**src/history_stack_with_save_queue_assert.svh**
```systemverilog
// Assertion macros for the history stack with save queue.
`ifndef HISTORY_STACK_WITH_SAVE_QUEUE_ASSERT_SVH
`define HISTORY_STACK_WITH_SAVE_QUEUE_ASSERT_SVH

`ifndef SYNTHESIS

// The consequent must hold in the same cycle as the antecedent.
`define HSQ_ASSERT_SAME(label, clk, rst, ante, cons) \
   label: assert property (@(posedge clk) disable iff (rst) (ante) |-> (cons)) \
      else $error("assertion failed: same-cycle check");

// The consequent must hold in the cycle after the antecedent.
`define HSQ_ASSERT_NEXT(label, clk, rst, ante, cons) \
   label: assert property (@(posedge clk) disable iff (rst) (ante) |=> (cons)) \
      else $error("assertion failed: next-cycle check");

`else

`define HSQ_ASSERT_SAME(label, clk, rst, ante, cons)
`define HSQ_ASSERT_NEXT(label, clk, rst, ante, cons)

`endif

`endif

```
**src/hsq_pkg.sv**
```systemverilog
// Shared types and constants for the history stack with save queue.
package hsq_pkg;

   localparam int OP_W       = 3;
   localparam int PAGE_TAG_W = 32;
   localparam int COUNT_W    = 7;

   typedef enum logic [OP_W-1:0] {
      OP_OPEN   = 3'd0,
      OP_BACK   = 3'd1,
      OP_CURSOR = 3'd2,
      OP_PANIC  = 3'd3,
      OP_SAVE   = 3'd4,
      OP_READ   = 3'd5
   } op_type;

   typedef struct packed {
      logic [OP_W-1:0]       op;
      logic [PAGE_TAG_W-1:0] page_tag;
   } req_type;

   typedef struct packed {
      logic [COUNT_W-1:0]    count;
      logic [PAGE_TAG_W-1:0] tag_out;
      logic                  tag_present;
      logic                  overflow;
   } rsp_type;

endpackage

```
**src/hsq_channels.sv**
```systemverilog
// Request and response channel interfaces with valid/ready handshake.
interface hsq_req_if;
   logic             valid;
   logic             ready;
   hsq_pkg::req_type payload;

   modport source (output valid, output payload, input ready);
   modport sink (input valid, input payload, output ready);
endinterface

interface hsq_rsp_if;
   logic             valid;
   logic             ready;
   hsq_pkg::rsp_type payload;

   modport source (output valid, output payload, input ready);
   modport sink (input valid, input payload, output ready);
endinterface

```
**src/history_stack_with_save_queue.sv**
```systemverilog
// A request is accepted in idle; its response is registered when execute commits.
// A new request is taken only after the current one commits; accepting reads the
// stack entry and queue front into registers, execute updates state and writes back.
// A response still waiting on the output stalls only the commit of a next response.
// Reset (synchronous): stack depth, queue pointers and count and the response valid
// clear at once; memory contents stay undefined, no clearing pass.
`include "history_stack_with_save_queue_assert.svh"

module history_stack_with_save_queue #(
   parameter int STACK_DEPTH = 64,
   parameter int QUEUE_DEPTH = 64,
   parameter int TAG_WIDTH   = 32
) (
   input  logic       clock,
   input  logic       reset,
   hsq_req_if.sink    req_ch,
   hsq_rsp_if.source  rsp_ch
);

   localparam int SAW = $clog2(STACK_DEPTH);
   localparam int SDW = $clog2(STACK_DEPTH + 1);
   localparam int QAW = $clog2(QUEUE_DEPTH);
   localparam int QCW = $clog2(QUEUE_DEPTH + 1);
   localparam int TIW = (TAG_WIDTH < hsq_pkg::PAGE_TAG_W) ? TAG_WIDTH : hsq_pkg::PAGE_TAG_W;

   typedef enum logic {S_IDLE, S_EXEC} state_type;

   state_type        state_ff, state_in;
   logic [SDW-1:0]   sdepth_ff, sdepth_in;
   logic [QAW-1:0]   qhead_ff, qhead_in;
   logic [QAW-1:0]   qtail_ff, qtail_in;
   logic [QCW-1:0]   qcount_ff, qcount_in;
   logic             rsp_valid_ff, rsp_valid_in;
   hsq_pkg::rsp_type rsp_data_ff, rsp_data_in;

   logic [hsq_pkg::OP_W-1:0] op_ff;
   logic [TAG_WIDTH-1:0]     tag_ff;

   logic [TAG_WIDTH-1:0] stack_mem [STACK_DEPTH];
   logic [TAG_WIDTH-1:0] queue_mem [QUEUE_DEPTH];
   logic [TAG_WIDTH-1:0] stack_rd_ff;
   logic [TAG_WIDTH-1:0] queue_rd_ff;

   logic           accept;
   logic           commit;
   logic           has_rsp;
   logic           stack_we;
   logic           queue_we;
   logic [SAW-1:0] stack_rd_addr;
   logic           stack_full;
   logic           stack_empty;
   logic           queue_full;
   logic           queue_empty;
   logic [QAW-1:0] qhead_next;
   logic [QAW-1:0] qtail_next;

   assign req_ch.ready   = (state_ff == S_IDLE);
   assign accept         = req_ch.valid && req_ch.ready;
   assign rsp_ch.valid   = rsp_valid_ff;
   assign rsp_ch.payload = rsp_data_ff;

   assign stack_full  = (sdepth_ff == SDW'(STACK_DEPTH));
   assign stack_empty = (sdepth_ff == '0);
   assign queue_full  = (qcount_ff == QCW'(QUEUE_DEPTH));
   assign queue_empty = (qcount_ff == '0);
   assign qhead_next  = (qhead_ff == QAW'(QUEUE_DEPTH - 1)) ? '0 : qhead_ff + QAW'(1);
   assign qtail_next  = (qtail_ff == QAW'(QUEUE_DEPTH - 1)) ? '0 : qtail_ff + QAW'(1);

   // Back needs the entry below the top; everything else needs the top.
   always_comb begin
      if (req_ch.payload.op == hsq_pkg::OP_BACK) begin
         stack_rd_addr = SAW'(sdepth_ff - SDW'(2));
      end else begin
         stack_rd_addr = SAW'(sdepth_ff - SDW'(1));
      end
   end

   always_ff @(posedge clock) begin
      if (accept) begin
         op_ff  <= req_ch.payload.op;
         tag_ff <= TAG_WIDTH'(req_ch.payload.page_tag[TIW-1:0]);
      end
   end

   always_ff @(posedge clock) begin
      if (stack_we) begin
         stack_mem[sdepth_ff[SAW-1:0]] <= tag_ff;
      end
      if (accept) begin
         stack_rd_ff <= stack_mem[stack_rd_addr];
      end
   end

   always_ff @(posedge clock) begin
      if (queue_we) begin
         queue_mem[qtail_ff] <= stack_rd_ff;
      end
      if (accept) begin
         queue_rd_ff <= queue_mem[qhead_ff];
      end
   end

   always_comb begin
      has_rsp     = 1'b1;
      stack_we    = 1'b0;
      queue_we    = 1'b0;
      sdepth_in   = sdepth_ff;
      qhead_in    = qhead_ff;
      qtail_in    = qtail_ff;
      qcount_in   = qcount_ff;
      rsp_data_in = '0;

      unique case (op_ff)
         hsq_pkg::OP_OPEN: begin
            if (stack_full) begin
               rsp_data_in.count    = hsq_pkg::COUNT_W'(sdepth_ff);
               rsp_data_in.overflow = 1'b1;
            end else begin
               stack_we          = 1'b1;
               sdepth_in         = sdepth_ff + SDW'(1);
               rsp_data_in.count = hsq_pkg::COUNT_W'(sdepth_in);
            end
         end
         hsq_pkg::OP_BACK: begin
            if (!stack_empty) begin
               sdepth_in = sdepth_ff - SDW'(1);
               if (sdepth_in != '0) begin
                  rsp_data_in.count       = hsq_pkg::COUNT_W'(sdepth_in);
                  rsp_data_in.tag_out     = hsq_pkg::PAGE_TAG_W'(stack_rd_ff[TIW-1:0]);
                  rsp_data_in.tag_present = 1'b1;
               end
            end
         end
         hsq_pkg::OP_CURSOR: begin
            if (!stack_empty) begin
               rsp_data_in.count       = hsq_pkg::COUNT_W'(sdepth_ff);
               rsp_data_in.tag_out     = hsq_pkg::PAGE_TAG_W'(stack_rd_ff[TIW-1:0]);
               rsp_data_in.tag_present = 1'b1;
            end
         end
         hsq_pkg::OP_PANIC: begin
            sdepth_in         = '0;
            rsp_data_in.count = hsq_pkg::COUNT_W'(sdepth_ff);
         end
         hsq_pkg::OP_SAVE: begin
            if (stack_empty) begin
               has_rsp = 1'b0;
            end else if (queue_full) begin
               rsp_data_in.count    = hsq_pkg::COUNT_W'(qcount_ff);
               rsp_data_in.overflow = 1'b1;
            end else begin
               queue_we          = 1'b1;
               qtail_in          = qtail_next;
               qcount_in         = qcount_ff + QCW'(1);
               rsp_data_in.count = hsq_pkg::COUNT_W'(qcount_in);
            end
         end
         hsq_pkg::OP_READ: begin
            if (!queue_empty) begin
               qhead_in                = qhead_next;
               qcount_in               = qcount_ff - QCW'(1);
               rsp_data_in.count       = hsq_pkg::COUNT_W'(qcount_in);
               rsp_data_in.tag_out     = hsq_pkg::PAGE_TAG_W'(queue_rd_ff[TIW-1:0]);
               rsp_data_in.tag_present = 1'b1;
            end
         end
         default: begin
            has_rsp = 1'b0;
         end
      endcase

      // Hold the request in execute while its response cannot be registered.
      commit = (state_ff == S_EXEC) && (!has_rsp || !rsp_valid_ff || rsp_ch.ready);
      if (!commit) begin
         stack_we  = 1'b0;
         queue_we  = 1'b0;
         sdepth_in = sdepth_ff;
         qhead_in  = qhead_ff;
         qtail_in  = qtail_ff;
         qcount_in = qcount_ff;
      end

      rsp_valid_in = rsp_valid_ff && !rsp_ch.ready;
      if (commit && has_rsp) begin
         rsp_valid_in = 1'b1;
      end

      state_in = state_ff;
      unique case (state_ff)
         S_IDLE: begin
            if (accept) begin
               state_in = S_EXEC;
            end
         end
         S_EXEC: begin
            if (commit) begin
               state_in = S_IDLE;
            end
         end
         default: begin
            state_in = S_IDLE;
         end
      endcase
   end

   always_ff @(posedge clock) begin
      if (reset) begin
         state_ff     <= S_IDLE;
         sdepth_ff    <= '0;
         qhead_ff     <= '0;
         qtail_ff     <= '0;
         qcount_ff    <= '0;
         rsp_valid_ff <= 1'b0;
      end else begin
         state_ff     <= state_in;
         sdepth_ff    <= sdepth_in;
         qhead_ff     <= qhead_in;
         qtail_ff     <= qtail_in;
         qcount_ff    <= qcount_in;
         rsp_valid_ff <= rsp_valid_in;
      end
      if (commit && has_rsp) begin
         rsp_data_ff <= rsp_data_in;
      end
   end

   `HSQ_ASSERT_SAME(a_stack_bound, clock, reset, 1'b1, sdepth_ff <= SDW'(STACK_DEPTH))
   `HSQ_ASSERT_SAME(a_queue_bound, clock, reset, 1'b1, qcount_ff <= QCW'(QUEUE_DEPTH))
   `HSQ_ASSERT_NEXT(a_accept_exec, clock, reset, accept, state_ff == S_EXEC)
   `HSQ_ASSERT_NEXT(a_commit_idle, clock, reset, commit, state_ff == S_IDLE)
   `HSQ_ASSERT_SAME(a_tag_no_ovf, clock, reset, rsp_valid_ff && rsp_data_ff.tag_present,
                    !rsp_data_ff.overflow)

endmodule

```
**src/flat_wrapper.sv**
```systemverilog
// flat-port wrapper written by rule: the top's interface ports become plain ports
module history_stack_with_save_queue_flat 
#(
   parameter int STACK_DEPTH = 64,
   parameter int QUEUE_DEPTH = 64,
   parameter int TAG_WIDTH   = 32
)
  (clock, reset, req_ch_valid, req_ch_payload, req_ch_ready, rsp_ch_valid, rsp_ch_payload, rsp_ch_ready);
  hsq_req_if req_ch_i ();
  hsq_rsp_if rsp_ch_i ();
  input  logic clock;
  input  logic reset;
  input wire logic [$bits(req_ch_i.valid)-1:0] req_ch_valid;
  input wire logic [$bits(req_ch_i.payload)-1:0] req_ch_payload;
  output wire logic [$bits(req_ch_i.ready)-1:0] req_ch_ready;
  output wire logic [$bits(rsp_ch_i.valid)-1:0] rsp_ch_valid;
  output wire logic [$bits(rsp_ch_i.payload)-1:0] rsp_ch_payload;
  input wire logic [$bits(rsp_ch_i.ready)-1:0] rsp_ch_ready;
  assign req_ch_i.valid = req_ch_valid;
  assign req_ch_i.payload = req_ch_payload;
  assign req_ch_ready = req_ch_i.ready;
  assign rsp_ch_valid = rsp_ch_i.valid;
  assign rsp_ch_payload = rsp_ch_i.payload;
  assign rsp_ch_i.ready = rsp_ch_ready;
  history_stack_with_save_queue #(.STACK_DEPTH(STACK_DEPTH), .QUEUE_DEPTH(QUEUE_DEPTH), .TAG_WIDTH(TAG_WIDTH)) u_core (.clock(clock), .reset(reset), .req_ch(req_ch_i), .rsp_ch(rsp_ch_i));
endmodule
```
**config.mk**
```make
export PLATFORM = sky130hd
export DESIGN_NAME = history_stack_with_save_queue_flat
export DESIGN_NICKNAME = d
export VERILOG_FILES = /design/src/hsq_pkg.sv /design/src/hsq_channels.sv /design/src/history_stack_with_save_queue.sv /design/src/flat_wrapper.sv
export VERILOG_INCLUDE_DIRS = /design/src /design/src/src
export SDC_FILE = /design/constraint.sdc
export NUM_CORES = 2
export LEC_CHECK = 0
export BUFFER_PORTS_ARGS = -buffer_cell sky130_fd_sc_hd__buf_2
export CORE_UTILIZATION = 60
export CTS_BUF_LIST = sky130_fd_sc_hd__clkbuf_16
export DETAILED_ROUTE_END_ITERATION = 8
export GPL_ROUTABILITY_DRIVEN = 0
export PLACE_DENSITY = 0.76
export REMOVE_ABC_BUFFERS = 1
export SYNTH_ARGS = -nofsm -noshare
export SYNTH_HDL_FRONTEND = slang
export SYNTH_SLANG_ARGS = --single-unit
```
**constraint.sdc**
```tcl
create_clock -name clock -period 6 [get_ports clock]
set_input_delay 0.6 -clock clock [delete_from_list [all_inputs] [get_ports clock]]
set_output_delay 0.6 -clock clock [all_outputs]
set_load 0.05 [all_outputs]
```
* Word level (Yosys, flattened, before mapping)
Memories as Yosys holds them, arrays and structs flattened. A register that Yosys moved wholly into a read port is not among the register bits.
Index checks and enable logic that the tools add are counted.
** Operators by class
- Add/sub/neg operators :: 7
- Eq/ne operators :: 13
- Mux-type cells :: 38
- Bitwise operators :: 4
- Reductions and logical operators :: 20
** Operators with widths (number)
- $mux 40 :: 4
- $pmux 33 s3 :: 1
- $mux 7 :: 6
- $pmux 7 s6 :: 1
- $pmux 7 s3 :: 1
- $mux 1 :: 18
- $mux 6 :: 3
- $add 7x1->7 const B :: 2
- $eq 7x7->1 const B :: 2
- $logic_not 7->1 :: 2
- $pmux 7 s2 :: 1
- $sub 7x1->7 const B :: 2
- $add 6x1->6 const B :: 2
- $eq 6x6->1 const B :: 2
- $reduce_and 4->1 :: 2
- $reduce_bool 7->1 :: 1
- $eq 3x1->1 const B :: 2
- $eq 3x2->1 const B :: 2
- $eq 3x3->1 const B :: 2
- $ne 2x2->1 const B :: 3
- $pmux 1 s2 :: 3
- $reduce_and 3->1 :: 2
- $sub 6x2->6 const B :: 1
- $reduce_or 5->1 :: 1
- 7 further kinds :: 16
** Word-level totals
- Memories :: 2
- Word-level logic and storage cells :: 96
- RAM bits :: 4096
- Bits in registers :: 104
** Memory list
- u_core.queue_mem :: words 64, bits a word 32, read ports 1, clocked after memory_dff 1, wr ports 1, RTL line history_stack_with_save_queue.sv:40 : logic [TAG_WIDTH-1:0] queue_mem [QUEUE_DEPTH];
- u_core.stack_mem :: words 64, bits a word 32, read ports 1, clocked after memory_dff 1, wr ports 1, RTL line history_stack_with_save_queue.sv:39 : logic [TAG_WIDTH-1:0] stack_mem [STACK_DEPTH];

* Logic depth before layout (Yosys ltp)
- Depth in word-level cells :: 10
- Mapped depth :: 15
- Mapped depth without buffers :: 9

* Worst setup path after synthesis
OpenSTA, ideal clock, no wires.
- Kind :: input-to-reg
- From :: input port req_ch_valid
- To :: register u_core.op_ff[0] (netlist bit), enable pin
- Stages :: 1
- Path slack :: 0.523 ns
- Data required time :: 5.432 ns
- Buffers on the path :: 0
- Arrival :: 4.909 ns
- Library setup time :: 0.568 ns
- Path through :: nor2b_1
** Between the ends
- Longest elaborated chain between the ends :: 1
** RTL lines
- from (decl) :: RTL line flat_wrapper.sv:13 : input wire logic [$bits(req_ch_i.valid)-1:0] req_ch_valid;
- $logic_and 1x1->1 :: RTL line history_stack_with_save_queue.sv:58 : assign accept = req_ch.valid && req_ch.ready;
- to (signal assigned) :: RTL line history_stack_with_save_queue.sv:80 : op_ff <= req_ch.payload.op;
- to (decl) :: RTL line history_stack_with_save_queue.sv:36 : logic [hsq_pkg::OP_W-1:0] op_ff;
No other way between the ends.
A chain may end at the register's enable or synchronous reset.

* Worst setup path in the final report
- From :: register u_core.sdepth_ff[0]
- To :: memory u_core.stack_mem[16][31], enable pin
** Between the ends
- Longest elaborated chain between the ends :: 10
** RTL lines
- from (decl) :: RTL line history_stack_with_save_queue.sv:29 : logic [SDW-1:0] sdepth_ff, sdepth_in;
- from (signal assigned) :: RTL line history_stack_with_save_queue.sv:216 : sdepth_ff <= sdepth_in;
- $logic_not 7->1 :: RTL line history_stack_with_save_queue.sv:63 : assign stack_empty = (sdepth_ff == '0);
- $mux 1 :: RTL line history_stack_with_save_queue.sv:146 : if (stack_empty) begin
- $pmux 1 s2 :: RTL line history_stack_with_save_queue.sv:113 : unique case (op_ff)
- $logic_not 1->1 :: RTL line history_stack_with_save_queue.sv:173 : commit = (state_ff == S_EXEC) && (!has_rsp || !rsp_valid_ff || rsp_ch.ready);
- $logic_or 1x1->1 (2 in a row) :: RTL line history_stack_with_save_queue.sv:173
- $logic_and 1x1->1 :: RTL line history_stack_with_save_queue.sv:173
- $mux 1 :: RTL line history_stack_with_save_queue.sv:174 : if (!commit) begin
- $mux 1 :: RTL line history_stack_with_save_queue.sv:86 : if (stack_we) begin
- $mux 1 (not written as such) :: RTL line history_stack_with_save_queue.sv:87 : stack_mem[sdepth_ff[SAW-1:0]] <= tag_ff;
- to (decl) :: RTL line history_stack_with_save_queue.sv:39
Parallel ways exist; a longest one is shown, timed or not.

==> results.yml <==
yosys:
  seq_area_frac_synth: 0.746
  yosysUniqueCellTypes: 87
  synth_edf_count: 4236
  syn_avg_cell_area_um2: 18.3
  ys_ff_latch: 4264
  syn-cell-area_mm2: 0.171
  synthFlopType: "edfxtp_1"
  synthCells: 9364
  synth_async_sr_flop_share: 0
  ys_warn_count: 0
power:
  power_density_mw_per_mm2: 330
  p_leak_nw: 56.7
  finalPower_mw: 63.0
  vdd_drop_max_mv: 0.286
finish:
  utilization: 0.674
  fin_area_mm2: 0.191
  final_common_cell: "edfxtp_1"
  n_fill_cell: 17000
  layout_common_cells: "edfxtp_1 (4,236), o22ai_1 (1,184), mux4_2 (675), o221ai_1 (537), nor3_1 (512)"
  area_delta_synth_final_pct: 11.4
  drive_gt1_frac: 0.193
  nNetsFinal: 9497
worst_setup_path:
  required_ns: 6.60
  path_common_cell: "nand2_1"
  crit_path_end_kind: "register"
  worstSetupPathType: "reg2reg"
  cp_slowest_stage_delay_ns: 0.95
  critPathSlowestCell: "nor2_4"
  cp_cell_sequence: "inv_2 -> ha_2 -> nor2b_1 -> a41oi_1 -> o21bai_1 -> nand2_1 -> nor3_1 -> nand2_1 -> nor2_4 -> buf_4"
  crit_arrival_ns: 5.74
  crit_fanout: 28
  startpoint_type: "register"
grt:
  grt_pass1_vias: 105000
  grt_max_degree: 192
  antenna_found_initial: 24
  grt_pass1_wl_mm: 709
  grtUsageTotal: 0.338
  overflow: 0
drt:
  top_layer_used: "met5"
  dr_wl_met2_mm: 242
  vias: 106000
  drc: 0
  avgRoutedWirePerCell_um: 36.4
  drtAntennaViolNets: 0
  drt-vias-per-instance: 7.85
  first_pass_iters: 7
  drt_iter0_markers: 16900
  wirelength_mm: 492
  wl_met1_mm: 161
  met3_wirelength_mm: 58.4
floorplanning:
  initial_core_util: 0.605
  die_w_um: 536
  coreArea_mm2: 0.283
  io_pins: 82
  dieHeight_um: 536
  num_rows: 195
  dieArea_mm2: 0.288
sta:
  relSlewSlack: 0.0488
  worstMarginPinSlew_ns: 1.42
  fin_hold_ws_ns: 0.160
  hold_violations: 0
  period_share: 0.858
  rsz0062_at_grt: "no"
  slew_viol_final: 0
  finalClockSkew_ns: 0.0492
  finalSetupViolCount: 0
  fin_crit_ns: 5.15
  timing.fmax_ghz: 0.194
  layout_setup_ws_ns: 0.852
place:
  io_buffers: 81
  dp_slack_ns: 1.13
  post_dp_cell_area_mm2: 0.178
  dp_hpwl_mm: 260
clock_network:
  clkSinkCount: 4264
  cts_max_level: 5
  ctsLongestPathBuffers: 4
  cts_root_buffer: "clkbuf_16"
  clkLatencyLatePin_ns: 0.94
  cts_tree: "yes"
  clk_pin_slew_worst_paths_ns: 0.06
  postCtsResizedCells: 0
  postCtsSetupBuffers: 0
  numCtsBuffers: 406
outcome:
  status: "completed"
hold_path:
  hp-class: "in2reg"
job:
  max-cap-violations: 0
==> where the power goes <==
group	switching, mW	total (mW)	internal, mW
registers	0.0753	33.6	33.5
logic	3.10	4.18	1.08
clock network	11.1	25.2	14.1
==> registers in the layout, indices dropped and copies added (netlist names) <==
register and flops:
u_core.qtail_ff 6, u_core.qhead_ff 6, u_core.stack_mem 2048, u_core.stack_rd_ff 32, u_core.op_ff 3, u_core.queue_mem 2048, u_core.sdepth_ff 7, u_core.state_ff 1
u_core.qcount_ff 7, u_core.tag_ff 32, u_core.queue_rd_ff 32, u_core.rsp_ch.payload 41, u_core.rsp_ch.valid 1
==> critical path: cells and delay by family (launching register included) <==
| family | cells | cell delay [ns] |
|---|---|---|
| compound gates | 2 | 0.49 |
| buf+inv | 2 | 0.70 |
| simple gates | 5 | 2.78 |
| fa+ha+maj | 1 | 0.33 |
| flops | 1 | 0.45 |
==> routing by layer <==
layer / global-route usage / vias up
met5: 0 / -
met4: 0.190 / 24
met3: 0.0652 / 1975
met2: 0.559 / 9510
met1: 0.423 / 53500
li1: - / 41200
==> per-stage QoR <==
stage / setup TNS [ns] / std cells
after floorplan: -4192.82 / 8549
after global placement: 0 / 12700
after detailed placement: 0 / 12700
after CTS: 0 / 13500
after global routing: 0 / 13500
final: 0 / 13500
==> layout make-up <==
| cell class | count | area (um^2) | share of cell area |
|---|---|---|---|
| sequential | 4264 | 128000 | 0.670 |
| clock inverter | 320 | 2450 | 0.0128 |
| antenna | 8 | 20.0 | 0.000105 |
| clock buffer | 415 | 10400 | 0.0544 |
| multi-input combinational | 4273 | 41200 | 0.216 |
| timing repair buffer | 488 | 4210 | 0.0221 |
| tap | 3743 | 4680 | 0.0245 |
| inverter | 12 | 52.6 | 0.000275 |
==> cell families (layout without fill, tap and decap cells) <==
family | after synthesis | after routing | synth area share
flip-flops | 4264 | 4264 | 0.746
AO/OA/AOI/OAI | 2443 | 2443 | 0.108
AND/OR/NAND/NOR | 1091 | 1091 | 0.0336
buffers and inverters | 827 | 1235 | 0.0203
multiplexers | 702 | 702 | 0.0903
XOR/XNOR | 24 | 24 | 0.00140
adder cells (fa/ha/maj) | 13 | 13 | 0.000949
other | 0 | 8 | 0
==> path summary, 6_finish.rpt <==
path,from,endpoint,slack [ns],depth (start not counted)
hold reg to reg,u_core.qhead_ff[5],u_core.qhead_ff[5],0.50,2
hold / removal,rsp_ch_ready,u_core.rsp_ch.valid,0.16,3
setup / recovery,u_core.sdepth_ff[0],u_core.stack_mem[16][31],0.85,10
setup reg to reg,u_core.sdepth_ff[0],u_core.stack_mem[16][31],0.85,10
==> synth_stat cells (23+ instances only) <==
master	n	area [um^2]
or4_1	32	240
nand2_1	53	199
nor2_1	212	796
o32ai_1	35	307
a22o_1	64	561
clkbuf_1	457	1720
o32a_1	370	3700
buf_2	259	1300
mux2i_1	23	230
a211oi_1	42	315
dfxtp_1	28	561
mux4_2	675	15200
edfxtp_1	4236	127000
buf_1	87	327
a21oi_1	63	315
o21ai_0	52	260
o22ai_1	1184	7410
nor4b_1	33	289
o22a_1	32	280
nor3_1	514	2570
nor4_1	145	907
o221ai_1	537	4700
==> what timing repair did <==
item                                    in CTS  in global routing
endpoints found under the setup margin       0                  0
hold buffers                                36                  0
hold endpoints to repair                    36                  0
Note: power is estimated with default switching activity, not from simulation.
